`src/hw/rtl/ttss_pkg.sv`:
```
`default_nettype none

package ttss_pkg;

	// default table size and command queue depth
	localparam int SLOT_COUNT_DEF = 16;
	localparam int QUEUE_DEPTH    = 2;

	// opcode codes
	localparam logic OP_ADD  = 1'b0;
	localparam logic OP_TICK = 1'b1;

	// result kinds
	localparam logic [1:0] KIND_ADDED = 2'd0;
	localparam logic [1:0] KIND_FULL  = 2'd1;
	localparam logic [1:0] KIND_FIRED = 2'd2;

	// input transaction
	typedef struct packed {
		logic        opcode;
		logic [31:0] now_ms;
		logic [31:0] start_delay;
		logic [31:0] repeat_period;
		logic        is_repeating;
	} in_item_t;

	// output transaction
	typedef struct packed {
		logic [1:0] result_kind;
		logic [3:0] slot_index;
		logic       last_of_run;
	} out_item_t;

	// classified command passed from front to back
	typedef struct packed {
		logic        is_tick;
		logic [31:0] time_ms;
		logic [31:0] period;
		logic        repeating;
	} cmd_t;

	// queue status seen by both sides
	typedef struct packed {
		logic full;
		logic empty;
	} q_stat_t;

	// one slot of the task table
	typedef struct packed {
		logic [31:0] due;
		logic [31:0] period;
		logic        repeating;
	} slot_entry_t;

	// back end sequencer states
	typedef enum logic [1:0] {
		B_IDLE,
		B_READ,
		B_EVAL,
		B_FLUSH
	} back_state_t;

endpackage

`default_nettype wire

```
`src/hw/rtl/ttss_front.sv`:
```
`default_nettype none

module ttss_front (
	input  wire logic              clk,
	input  wire logic              arst_n,
	input  wire logic              req_valid,
	output logic                   req_ready,
	input  wire ttss_pkg::in_item_t req,
	input  wire ttss_pkg::q_stat_t q_stat,
	output logic                   push,
	output ttss_pkg::cmd_t         cmd
);

	ttss_pkg::cmd_t cmd_s1;
	logic           valid_s1;
	logic           take;

	// hand the held command to the queue when it has room
	assign push      = valid_s1 && !q_stat.full;
	assign req_ready = !valid_s1 || push;
	assign take      = req_valid && req_ready;
	assign cmd       = cmd_s1;

	// stage valid
	always_ff @(posedge clk or negedge arst_n) begin
		if (!arst_n) begin
			valid_s1 <= 1'b0;
		end else if (take) begin
			valid_s1 <= 1'b1;
		end else if (push) begin
			valid_s1 <= 1'b0;
		end
	end

	// classify the transaction and precompute the first due time
	always_ff @(posedge clk) begin
		if (take) begin
			cmd_s1.is_tick   <= (req.opcode == ttss_pkg::OP_TICK);
			cmd_s1.time_ms   <= (req.opcode == ttss_pkg::OP_TICK) ? req.now_ms
				: req.now_ms + req.start_delay;
			cmd_s1.period    <= req.repeat_period;
			cmd_s1.repeating <= req.is_repeating;
		end
	end

endmodule

`default_nettype wire

```
`src/hw/rtl/ttss_queue.sv`:
```
`default_nettype none

module ttss_queue (
	input  wire logic           clk,
	input  wire logic           arst_n,
	input  wire logic           push,
	input  wire ttss_pkg::cmd_t push_cmd,
	input  wire logic           pop,
	output ttss_pkg::cmd_t      head,
	output ttss_pkg::q_stat_t   stat
);

	localparam int DEPTH = ttss_pkg::QUEUE_DEPTH;
	localparam int PW    = (DEPTH > 1) ? $clog2(DEPTH) : 1;
	localparam int CW    = $clog2(DEPTH + 1);

	ttss_pkg::cmd_t entry_q [DEPTH];
	logic [PW-1:0]  wptr_q;
	logic [PW-1:0]  rptr_q;
	logic [CW-1:0]  count_q;

	assign head       = entry_q[rptr_q];
	assign stat.full  = (count_q == CW'(DEPTH));
	assign stat.empty = (count_q == '0);

	// pointers and fill count
	always_ff @(posedge clk or negedge arst_n) begin
		if (!arst_n) begin
			wptr_q  <= '0;
			rptr_q  <= '0;
			count_q <= '0;
		end else begin
			if (push) begin
				wptr_q <= (wptr_q == PW'(DEPTH - 1)) ? '0 : wptr_q + PW'(1);
			end
			if (pop) begin
				rptr_q <= (rptr_q == PW'(DEPTH - 1)) ? '0 : rptr_q + PW'(1);
			end
			if (push && !pop) begin
				count_q <= count_q + CW'(1);
			end else if (pop && !push) begin
				count_q <= count_q - CW'(1);
			end
		end
	end

	// entry storage
	always_ff @(posedge clk) begin
		if (push) begin
			entry_q[wptr_q] <= push_cmd;
		end
	end

endmodule

`default_nettype wire

```
`src/hw/rtl/ttss_back.sv`:
```
`default_nettype none

module ttss_back #(
	parameter int SLOT_COUNT = ttss_pkg::SLOT_COUNT_DEF
) (
	input  wire logic               clk,
	input  wire logic               arst_n,
	input  wire ttss_pkg::cmd_t     cmd,
	input  wire ttss_pkg::q_stat_t  q_stat,
	output logic                    pop,
	output logic                    rsp_valid,
	input  wire logic               rsp_ready,
	output ttss_pkg::out_item_t     rsp
);

	localparam int IDXW = (SLOT_COUNT > 1) ? $clog2(SLOT_COUNT) : 1;
	localparam int CNTW = $clog2(SLOT_COUNT + 1);
	localparam int EXTW = IDXW + 4;

	ttss_pkg::back_state_t state_q, state_d;

	ttss_pkg::slot_entry_t slot_mem [SLOT_COUNT];
	ttss_pkg::slot_entry_t rd_q;

	logic [SLOT_COUNT-1:0] active_q;
	logic [CNTW-1:0]       slots_used_q;
	logic [IDXW-1:0]       idx_q;
	logic [31:0]           now_q;
	logic [IDXW-1:0]       pend_q;
	logic                  pend_valid_q;
	logic                  rsp_valid_q;
	ttss_pkg::out_item_t   rsp_q;

	logic                  cmd_valid;
	logic                  out_free;
	logic                  table_full;
	logic [IDXW-1:0]       add_slot;
	logic                  fire;
	logic                  advance;
	logic                  idx_last;
	logic [EXTW-1:0]       add_ext;
	logic [EXTW-1:0]       pend_ext;

	logic                  tick_start;
	logic                  add_write;
	logic                  rsp_load;
	ttss_pkg::out_item_t   rsp_d;
	logic                  mem_we;
	logic [IDXW-1:0]       mem_wa;
	ttss_pkg::slot_entry_t mem_wd;
	logic                  act_clr;
	logic                  fire_take;

	assign cmd_valid  = !q_stat.empty;
	assign out_free   = !rsp_valid_q || rsp_ready;
	assign table_full = (slots_used_q >= CNTW'(SLOT_COUNT));
	assign add_slot   = IDXW'(slots_used_q);
	assign fire       = active_q[idx_q] && (now_q >= rd_q.due);
	assign advance    = !fire || !pend_valid_q || out_free;
	assign idx_last   = ((CNTW'(idx_q) + CNTW'(1)) == slots_used_q);
	assign add_ext    = EXTW'(add_slot);
	assign pend_ext   = EXTW'(pend_q);

	assign rsp_valid  = rsp_valid_q;
	assign rsp        = rsp_q;

	// next state
	always_comb begin
		state_d = state_q;
		case (state_q)
			ttss_pkg::B_IDLE: begin
				if (cmd_valid && cmd.is_tick && (slots_used_q != '0)) begin
					state_d = ttss_pkg::B_READ;
				end
			end
			ttss_pkg::B_READ: begin
				state_d = ttss_pkg::B_EVAL;
			end
			ttss_pkg::B_EVAL: begin
				if (advance) begin
					state_d = idx_last ? ttss_pkg::B_FLUSH : ttss_pkg::B_READ;
				end
			end
			ttss_pkg::B_FLUSH: begin
				if (!pend_valid_q || out_free) begin
					state_d = ttss_pkg::B_IDLE;
				end
			end
			default: begin
				state_d = ttss_pkg::B_IDLE;
			end
		endcase
	end

	// sequencer outputs
	always_comb begin
		pop        = 1'b0;
		tick_start = 1'b0;
		add_write  = 1'b0;
		rsp_load   = 1'b0;
		rsp_d      = '0;
		mem_we     = 1'b0;
		mem_wa     = idx_q;
		mem_wd     = rd_q;
		act_clr    = 1'b0;
		fire_take  = 1'b0;
		case (state_q)
			ttss_pkg::B_IDLE: begin
				if (cmd_valid && cmd.is_tick) begin
					pop        = 1'b1;
					tick_start = 1'b1;
				end else if (cmd_valid && out_free) begin
					pop               = 1'b1;
					rsp_load          = 1'b1;
					rsp_d.last_of_run = 1'b1;
					if (table_full) begin
						rsp_d.result_kind = ttss_pkg::KIND_FULL;
						rsp_d.slot_index  = 4'd0;
					end else begin
						rsp_d.result_kind = ttss_pkg::KIND_ADDED;
						rsp_d.slot_index  = add_ext[3:0];
						add_write         = 1'b1;
						mem_we            = 1'b1;
						mem_wa            = add_slot;
						mem_wd.due        = cmd.time_ms;
						mem_wd.period     = cmd.period;
						mem_wd.repeating  = cmd.repeating;
					end
				end
			end
			ttss_pkg::B_EVAL: begin
				if (fire && advance) begin
					fire_take = 1'b1;
					// the held hit is not the last one, release it now
					if (pend_valid_q) begin
						rsp_load          = 1'b1;
						rsp_d.result_kind = ttss_pkg::KIND_FIRED;
						rsp_d.slot_index  = pend_ext[3:0];
						rsp_d.last_of_run = 1'b0;
					end
					if (rd_q.repeating && (rd_q.period != '0)) begin
						mem_we     = 1'b1;
						mem_wd.due = rd_q.due + rd_q.period;
					end else begin
						act_clr = 1'b1;
					end
				end
			end
			ttss_pkg::B_FLUSH: begin
				if (pend_valid_q && out_free) begin
					rsp_load          = 1'b1;
					rsp_d.result_kind = ttss_pkg::KIND_FIRED;
					rsp_d.slot_index  = pend_ext[3:0];
					rsp_d.last_of_run = 1'b1;
				end
			end
			default: begin
			end
		endcase
	end

	// control registers
	always_ff @(posedge clk or negedge arst_n) begin
		if (!arst_n) begin
			state_q      <= ttss_pkg::B_IDLE;
			slots_used_q <= '0;
			active_q     <= '0;
			pend_valid_q <= 1'b0;
			rsp_valid_q  <= 1'b0;
			idx_q        <= '0;
		end else begin
			state_q <= state_d;
			if (add_write) begin
				slots_used_q       <= slots_used_q + CNTW'(1);
				active_q[add_slot] <= 1'b1;
			end
			if (act_clr) begin
				active_q[idx_q] <= 1'b0;
			end
			if (tick_start) begin
				idx_q        <= '0;
				pend_valid_q <= 1'b0;
			end else if (state_q == ttss_pkg::B_EVAL && advance) begin
				idx_q <= IDXW'(CNTW'(idx_q) + CNTW'(1));
				if (fire_take) begin
					pend_valid_q <= 1'b1;
				end
			end else if (state_q == ttss_pkg::B_FLUSH && out_free) begin
				pend_valid_q <= 1'b0;
			end
			if (rsp_load) begin
				rsp_valid_q <= 1'b1;
			end else if (rsp_ready) begin
				rsp_valid_q <= 1'b0;
			end
		end
	end

	// payload registers
	always_ff @(posedge clk) begin
		if (tick_start) begin
			now_q <= cmd.time_ms;
		end
		if (fire_take) begin
			pend_q <= idx_q;
		end
		if (rsp_load) begin
			rsp_q <= rsp_d;
		end
	end

	// slot table, one write and one registered read per cycle
	always_ff @(posedge clk) begin
		if (mem_we) begin
			slot_mem[mem_wa] <= mem_wd;
		end
		rd_q <= slot_mem[idx_q];
	end

endmodule

`default_nettype wire

```
`src/hw/rtl/timed_task_slot_scheduler_core.sv`:
```
`default_nettype none

// Time-triggered task slot scheduler. An add transaction books the next unused slot with
// due time now_ms + start_delay and answers with its slot number, or with a table-full
// result; the back end handles it once the output register is free. A tick
// transaction scans the filled slots from slot 0 up and answers with one fired result per
// due slot, the final one flagged by last_of_run; a tick with nothing due answers nothing.
// Each filled slot is read, then compared and written back, through the slot table's
// single registered read port, and the scan ends with a flush of the held hit. The
// front end buffers incoming transactions in a short command queue, so input is taken
// while a scan is running.
module timed_task_slot_scheduler_core #(
	parameter int SLOT_COUNT = ttss_pkg::SLOT_COUNT_DEF
) (
	input  wire logic               clk,
	input  wire logic               arst_n,
	input  wire logic               req_valid,
	output logic                    req_ready,
	input  wire ttss_pkg::in_item_t req,
	output logic                    rsp_valid,
	input  wire logic               rsp_ready,
	output ttss_pkg::out_item_t     rsp
);

	ttss_pkg::q_stat_t q_stat;
	ttss_pkg::cmd_t    push_cmd;
	ttss_pkg::cmd_t    head_cmd;
	logic              q_push;
	logic              q_pop;

	// accept and classify
	ttss_front u_front (
		.clk       (clk),
		.arst_n    (arst_n),
		.req_valid (req_valid),
		.req_ready (req_ready),
		.req       (req),
		.q_stat    (q_stat),
		.push      (q_push),
		.cmd       (push_cmd)
	);

	// command queue
	ttss_queue u_queue (
		.clk      (clk),
		.arst_n   (arst_n),
		.push     (q_push),
		.push_cmd (push_cmd),
		.pop      (q_pop),
		.head     (head_cmd),
		.stat     (q_stat)
	);

	// slot table and scan
	ttss_back #(
		.SLOT_COUNT (SLOT_COUNT)
	) u_back (
		.clk       (clk),
		.arst_n    (arst_n),
		.cmd       (head_cmd),
		.q_stat    (q_stat),
		.pop       (q_pop),
		.rsp_valid (rsp_valid),
		.rsp_ready (rsp_ready),
		.rsp       (rsp)
	);

`ifndef NO_ASSERTIONS
	a_no_overflow: assert property (@(posedge clk) disable iff (!arst_n)
		q_push |-> !q_stat.full)
		else $error("command queue written while full");

	a_no_underflow: assert property (@(posedge clk) disable iff (!arst_n)
		q_pop |-> !q_stat.empty)
		else $error("command queue read while empty");

	a_add_is_last: assert property (@(posedge clk) disable iff (!arst_n)
		rsp_valid |-> (rsp.result_kind == ttss_pkg::KIND_FIRED || rsp.last_of_run))
		else $error("add answer without last_of_run");

	a_kind_legal: assert property (@(posedge clk) disable iff (!arst_n)
		rsp_valid |-> (rsp.result_kind == ttss_pkg::KIND_ADDED
			|| rsp.result_kind == ttss_pkg::KIND_FULL
			|| rsp.result_kind == ttss_pkg::KIND_FIRED))
		else $error("illegal result kind");
`endif

endmodule

`default_nettype wire

```
`config.mk`:
```
export PLATFORM = sky130hd
export DESIGN_NAME = timed_task_slot_scheduler_core
export DESIGN_NICKNAME = d
export VERILOG_FILES = /design/src/hw/rtl/ttss_pkg.sv /design/src/hw/rtl/ttss_front.sv /design/src/hw/rtl/ttss_queue.sv /design/src/hw/rtl/ttss_back.sv /design/src/hw/rtl/timed_task_slot_scheduler_core.sv
export SDC_FILE = /design/constraint.sdc
export NUM_CORES = 2
export LEC_CHECK = 0
export BUFFER_PORTS_ARGS = -buffer_cell sky130_fd_sc_hd__buf_4
export CORE_ASPECT_RATIO = 0.75
export CORE_MARGIN = 1
export CORE_UTILIZATION = 56
export DETAILED_ROUTE_END_ITERATION = 10
export PLACE_DENSITY_LB_ADDON = 0.2
export SETUP_SLACK_MARGIN = 0.5
export SLEW_MARGIN = 20
export SYNTH_ARGS = -nofsm -noshare
export SYNTH_HDL_FRONTEND = slang
export SYNTH_SLANG_ARGS = --single-unit
```
`constraint.sdc`:
```
create_clock -name clk -period 5.2 [get_ports clk]
set_input_delay 1.04 -clock clk [delete_from_list [all_inputs] [get_ports clk]]
set_output_delay 1.04 -clock clk [all_outputs]
set_load 0.01 [all_outputs]
```
## After elaboration in Yosys (flattened, before gate mapping)

Memory sizes are Yosys's and may differ from the RTL's. A register that Yosys moved wholly into a read port is not among the register bits.
Cells that the tools add are included.

| storage, ports and cells | value |
|---|---|
| register bits after elaboration | 143 |
| bits in writable memories | 1172 |
| bits of input ports | 102 |
| output and inout port bits | 9 |
| logic and storage cells | 158 |
| memories | 2 |

Memory list:

| name | words | bits a word | rd ports | clocked after memory_dff | wr ports | line | RTL |
|---|---|---|---|---|---|---|---|
| u_back.slot_mem | 16 | 65 | 1 | 1 | 1 | ttss_back.sv:22 | `ttss_pkg::slot_entry_t slot_mem [SLOT_COUNT];` |
| u_queue.entry_q | 2 | 66 | 1 | 0 | 1 | ttss_queue.sv:17 | `ttss_pkg::cmd_t entry_q [DEPTH];` |

| operators by class | value |
|---|---|
| add/sub/neg operators | 8 |
| order comparisons | 6 |
| equal/unequal tests | 9 |
| mux-type cells | 72 |
| bitwise logic cells | 3 |
| reduce and logical (&&, ||, !) cells | 39 |

Operators with widths:

| kind | count |
|---|---|
| 65-bit two-way mux | 3 |
| 32-bit two-way mux | 3 |
| 32-bit adder | 2 |
| 32-bit one-hot mux with 2 select lines | 1 |
| 1-bit two-way mux | 37 |
| 7-bit two-way mux | 5 |
| 33-bit two-way mux | 1 |
| 32-bit greater-or-equal comparator | 1 |
| 16-bit two-way mux | 2 |
| 32-bit nonzero test | 1 |
| 4-bit two-way mux | 6 |
| 7-bit one-hot mux with 3 select lines | 1 |
| 16-bit bitwise AND | 1 |
| 16-bit inverter | 1 |
| 16-bit bitwise OR | 1 |
| 1-bit logical AND | 15 |
| 2-bit two-way mux | 6 |
| 4-bit by 5-bit < comparator with 1-bit output, second input constant | 2 |
| 1-bit demux with 4-bit select | 2 |
| 4-bit by 1-bit greater-or-equal comparator with 1-bit output, second input constant | 2 |
| 1-bit logical NOT | 8 |
| 2-bit one-hot mux with 4 select lines | 1 |
| 2-bit nonzero test | 4 |
| 2-bit == test, second input constant | 3 |
| other kinds (20) | 28 |

## Depth between registers and ports, before layout

| logic depth | value |
|---|---|
| depth after elaboration | 12 |
| depth in mapped cells | 12 |
| gate-level depth less buffers | 12 |

## Modules after synthesis

From an unflattened synthesis, not the netlist that was laid out.

| unflattened totals | value |
|---|---|
| cells, all modules | 2945 |
| area, all modules | 56220.2 um^2 |

Modules (own cells, without submodules):

| module | instances | cells each | area an instance (um^2) | sequential area each (um^2) |
|---|---|---|---|---|
| ttss_back | 1 | 2339 | 47002.6 | 34548.1 |
| ttss_queue | 1 | 221 | 5062.4 | 4063.9 |
| ttss_front | 1 | 385 | 4155.2 | 2006.9 |

## Worst setup path before layout

Ideal clock, no wire load.

| timing path | value |
|---|---|
| kind | input to register |
| start | in rsp_ready |
| end | mem u_back.slot_mem[4][0] in the netlist's numbering, enable pin |
| setup time | 489 ps |
| arrival | 5179 ps |
| required time | 4711 ps |
| setup slack | -468 ps |
| stages on the path | 9 |
| path buffers | 2 |
| cells stage by stage | inv_1 > nand2_1 > nand2_1 > or3_1 > nor3_1 > buf_2 > buf_1 > mux2i_1 > nor2_1 |

| between the ends | value |
|---|---|
| longest elaborated chain between the ends | 7 |
| elaborated cells on any way between the ends | 13 |
| those cells by class | 9 x mux; 4 x reduce/logical |

Ends and longest elaborated chain:

| element | line | RTL |
|---|---|---|
| start: declaration | timed_task_slot_scheduler_core.sv:21 | `input wire logic rsp_ready,` |
| 1-bit logical OR * | ttss_back.sv:55 | `assign out_free = !rsp_valid_q \|\| rsp_ready;` |
| 1-bit logical AND or 1-bit logical OR (tied branches) | ttss_back.sv:112, ttss_back.sv:59 |  |
| 1-bit two-way mux or 1-bit logical AND (tied branches) | ttss_back.sv:112, ttss_back.sv:132 |  |
| 1-bit two-way mux, on equally long branches | ttss_back.sv:109, ttss_back.sv:132 |  |
| 1-bit one-hot mux with 2 select lines | ttss_back.sv:107 | `case (state_q)` |
| 1-bit two-way mux | ttss_back.sv:214 | `if (mem_we) begin` |
| 1-bit two-way mux (not written as such) | ttss_back.sv:215 | `slot_mem[mem_wa] <= mem_wd;` |
| end: declaration | ttss_back.sv:22 |  |

Every way passes the cells marked *; elsewhere a longest branch is shown, timed or not.

## Worst setup path after layout

| timing path | value |
|---|---|
| start | reg u_back.rd_q[34] (netlist name) |
| end | mem u_back.slot_mem[12][21] in the netlist's numbering, enable pin |

| between the ends | value |
|---|---|
| longest elaborated chain between the ends | 10 |

Ends and longest elaborated chain:

| element | line | RTL |
|---|---|---|
| 32-bit greater-or-equal comparator * | ttss_back.sv:58 | `assign fire = active_q[idx_q] && (now_q >= rd_q.due);` |
| 1-bit logical AND * | ttss_back.sv:58 |  |
| 1-bit logical NOT | ttss_back.sv:59 | `assign advance = !fire \|\| !pend_valid_q \|\| out_free;` |
| 1-bit logical OR (2 in a row) | ttss_back.sv:59 |  |
| 1-bit logical AND * | ttss_back.sv:132 | `if (fire && advance) begin` |
| 1-bit two-way mux * | ttss_back.sv:132 |  |
| 1-bit one-hot mux with 2 select lines * | ttss_back.sv:107 |  |
| 1-bit two-way mux * | ttss_back.sv:214 |  |
| 1-bit two-way mux (not written as such) * | ttss_back.sv:215 |  |

Marks and branches as above.

==> impl_results.md <==
* Status: finished, final reports clean
* Final Slew Violations at 0
* Arr. time, crit path at 4.89 ns
* Final Skew at 0.02950 ns
* Setup crit start: u_back.rd_q[34]$_DFF_P_
* Tcrit/Tclk final at 0.8634
* Final net count at 3276
* Mapped Cells at roughly 2900
* Crit-path max FO at 47
* Worst reg2reg startpoint: u_back.rd_q[34]$_DFF_P_
* Highest attainable clock frequency at between 0.2 and 0.25 GHz
* Rel. slew slack at 0.09019
* Vias in the first global route at 28760
* Startpoint types: flop
* First-pass GRT wire length at 191.5 mm
* # DRC at 0
* WL final at between 100 and 150 mm
* Largest net degree at the start of global routing at around 110
* Register area share after synthesis at 0.7313
* # fillers at 6483
* Total track usage at 0.2652
* Final Power at a little under 40 mW
* First-pass DRT Iterations at 6
* CTS Sinks at about 1400
* Post-synthesis net count at ~3100
* DIE AREA at between 0.1 and 0.15 sq mm
* Fin Hold WS at between 0.2 and 0.25 ns
* Site row count at 99
* Total leakage power at 20.80 nW
* Ratio of cells with drive above 1 in the final layout at 0.2480
* Hold/Removal Path Class: primary input to async pin
* Max_cap viols at 0
* Hold_buf cts at 0
* Detail Route Antenna Nets at 0
* Dominant synthesized flop cell: edfxtp_1
* Clock Latency Late Sink at 0.77 ns
* EDFF count, synth at roughly 1300
* Core area at 0.09773 sq mm
* Number of vias per cell at 6.424
* Final setup violation count at 0
* Worst Path Required at 5.60 ns
* Post-route core utilization at 0.6413
* Input/output buffers at 110
* RSZ-0062 raised after global routing: false
* Area Overhead vs Synth at 12.84%
* Drt wl/cell at 28.98 um
* Vias at between 20000 and 30000
* Minimum clock period after layout at 4.490 ns
* Fin. Hold Viols at 0
* GPL Wtd Cong at about 0.94
* Cell Pwr Density at a little over 600 mW/mm^2
* Element type at the critical path end: flop
* Worst-margin pin slew at 1.327 ns
* H-tree depth at 4
* Chip width at approximately 370 um
* GRT overflow at 0
* Root Driver: clkbuf_16
* Largest cells by area after synthesis: edfxtp_1 69%, mux4_2 13%, dfxtp_1 2.3%, ha_1 2.3%, dfrtp_1 1.5%
* VDD IR-drop max at about 0.43 mV
* Cts bufs inserted at about 130
* Worst setup path class: flop to flop
* Die Y at ~270 um
* Synth Area per Inst at 19.36 sq um
* Count of cell types in the netlist at 76
* Yosys Warn Count at 0
* Yosys reg bits at between 1000 and 1500
* Clock slew at reported path FFs at roughly 0.060 ns
* CTS tree: yes
* Synthesized area at about 0.056 sq mm
* Reg2Reg Depth at 13
* Async set-reset flop share out of synthesis at 0.02464
* I/O pin total at around 110
* Most numerous cell in the Yosys netlist: edfxtp_1
* Setup_tns at 0 ns
* Yosys top cell area share at 0.6926
* DR iter-0 viols at 3516
* Initial antenna violation count at 5
* Post-synth top area cell: edfxtp_1
* Initial Util at 0.5683
* Top post-synthesis cells by count: 1281 x edfxtp_1, 329 x mux4_2, 136 x a21oi_1
* Clock Tree Buf Depth at 3
* HPWL Detailed at 73.37 mm
-- power by group --
part           switching, mW  internal [mW]
registers              0.945           16.1
logic                   8.04           4.71
clock network           4.09           5.05
total                   13.1           25.9
-- repair_timing --
action / in CTS / in global routing
setup endpoints to repair: 0 / 272
setup buffers: 0 / 8
gates resized for setup: 0 / 1
hold endpoints to repair: 0 / 0
-- cells in the final DEF (no fill, tap or decap), types with 14 or more instances in the layout --
cell / n
edfxtp_1: 1281
mux4_2: 329
buf_4: 167
clkbuf_16: 133
a21oi_1: 126
ha_1: 103
nand2_1: 98
nor2_1: 78
o21ai_0: 78
dfxtp_1: 65
inv_1: 64
clkbuf_1: 44
a21o_1: 41
mux2i_1: 39
xnor2_1: 37
mux2_2: 34
dfrtp_1: 29
xor2_1: 23
a22oi_1: 23
a31oi_1: 21
buf_12: 19
nor2_4: 17
nor3_1: 16
clkinv_1: 16
nor2b_1: 14
-- sequential cells by signal, summed over array words and instances, names as in the netlist, 2 cells and up --
signal,cells
u_back.slot_mem,1040
u_back.rsp,7
u_back.state_q,2
u_back.idx_q,4
u_queue.entry_q,132
u_front.cmd,66
u_back.rd_q,65
u_back.active_q,16
u_back.pend_q,4
u_queue.count_q,2
u_back.now_q,32
u_back.slots_used_q,5
-- logic make-up (layout without fill, tap and decap cells) --
family	after synthesis	after routing	share of synthesized area
DFF	1380	1380	0.7313
AOI/OAI and AO/OA	414	414	0.04717
muxes	402	402	0.1473
and+or+nand+nor	322	323	0.02778
buffers and inverters	186	490	0.01300
adders and majority gates	105	105	0.02392
xor gates and xnor gates	60	60	0.009462
other	0	1	0
-- final cells by class --
type,count,area [sq um],area share
Inverter,64,240.2,0.003833
Timing Repair Buffer,187,1645,0.02625
Clock inverter,51,459.2,0.007327
Multi-Input combinational cell,1304,14400,0.2298
Tap cell,1313,1643,0.02621
Clock buffer,188,3645,0.05815
Antenna cell,1,2.502,0.00003993
Sequential cell,1380,40640,0.6484
-- stage by stage --
stage / instance area (sq um) / std cells / worst slack (ns)
final: 62670 / 4488 / 0.7102
after global routing: 62670 / 4487 / 0.4905
after CTS: 62500 / 4476 / 0.5308
after detailed placement: 58400 / 4237 / 0.4472
after global placement: 58400 / 4237 / 0.5281
after floorplan: 55540 / 2869 / -0.4678
-- critical path, cell delays in order (launching register included) --
cell     delay [ns]
dfxtp_1        0.43
inv_1          0.09
ha_1           0.29
nand2_1        0.05
o21ai_0        0.20
a21oi_1        0.15
o21a_1         0.22
o31ai_2        0.41
a21oi_1        0.33
nor3_2         0.22
buf_4          0.20
a32oi_2        0.32
nor2_4         0.73
buf_12         0.43
-- final timing paths --
path	endpoint	slack, ns
max in group asynchronous	u_back.idx_q[2]$_DFFE_PN0P_	4.59
worst max register to register	u_back.slot_mem[12][21]$_DFFE_PP_	0.71
worst min-delay path	u_back.active_q[8]$_DFF_PN0_	0.24
worst max-delay path	u_back.slot_mem[12][21]$_DFFE_PP_	0.71
min in group clk	u_queue.entry_q[1][10]$_DFFE_PP_	0.45
worst min register to register	u_queue.entry_q[1][10]$_DFFE_PP_	0.45
-- per-layer routing --
metal | part of all wire | wire length, um | vias up | GRT usage
met5 | 0.00016 | 21 | - | 0
met4 | 0.020 | 2600 | 4 | 0.06871
met3 | 0.085 | 11110 | 185 | 0.05301
met2 | 0.48 | 62050 | 1309 | 0.4136
met1 | 0.42 | 54270 | 15150 | 0.3883
li1 | - | - | 12190 | -
(Power assumes the default switching activity.)
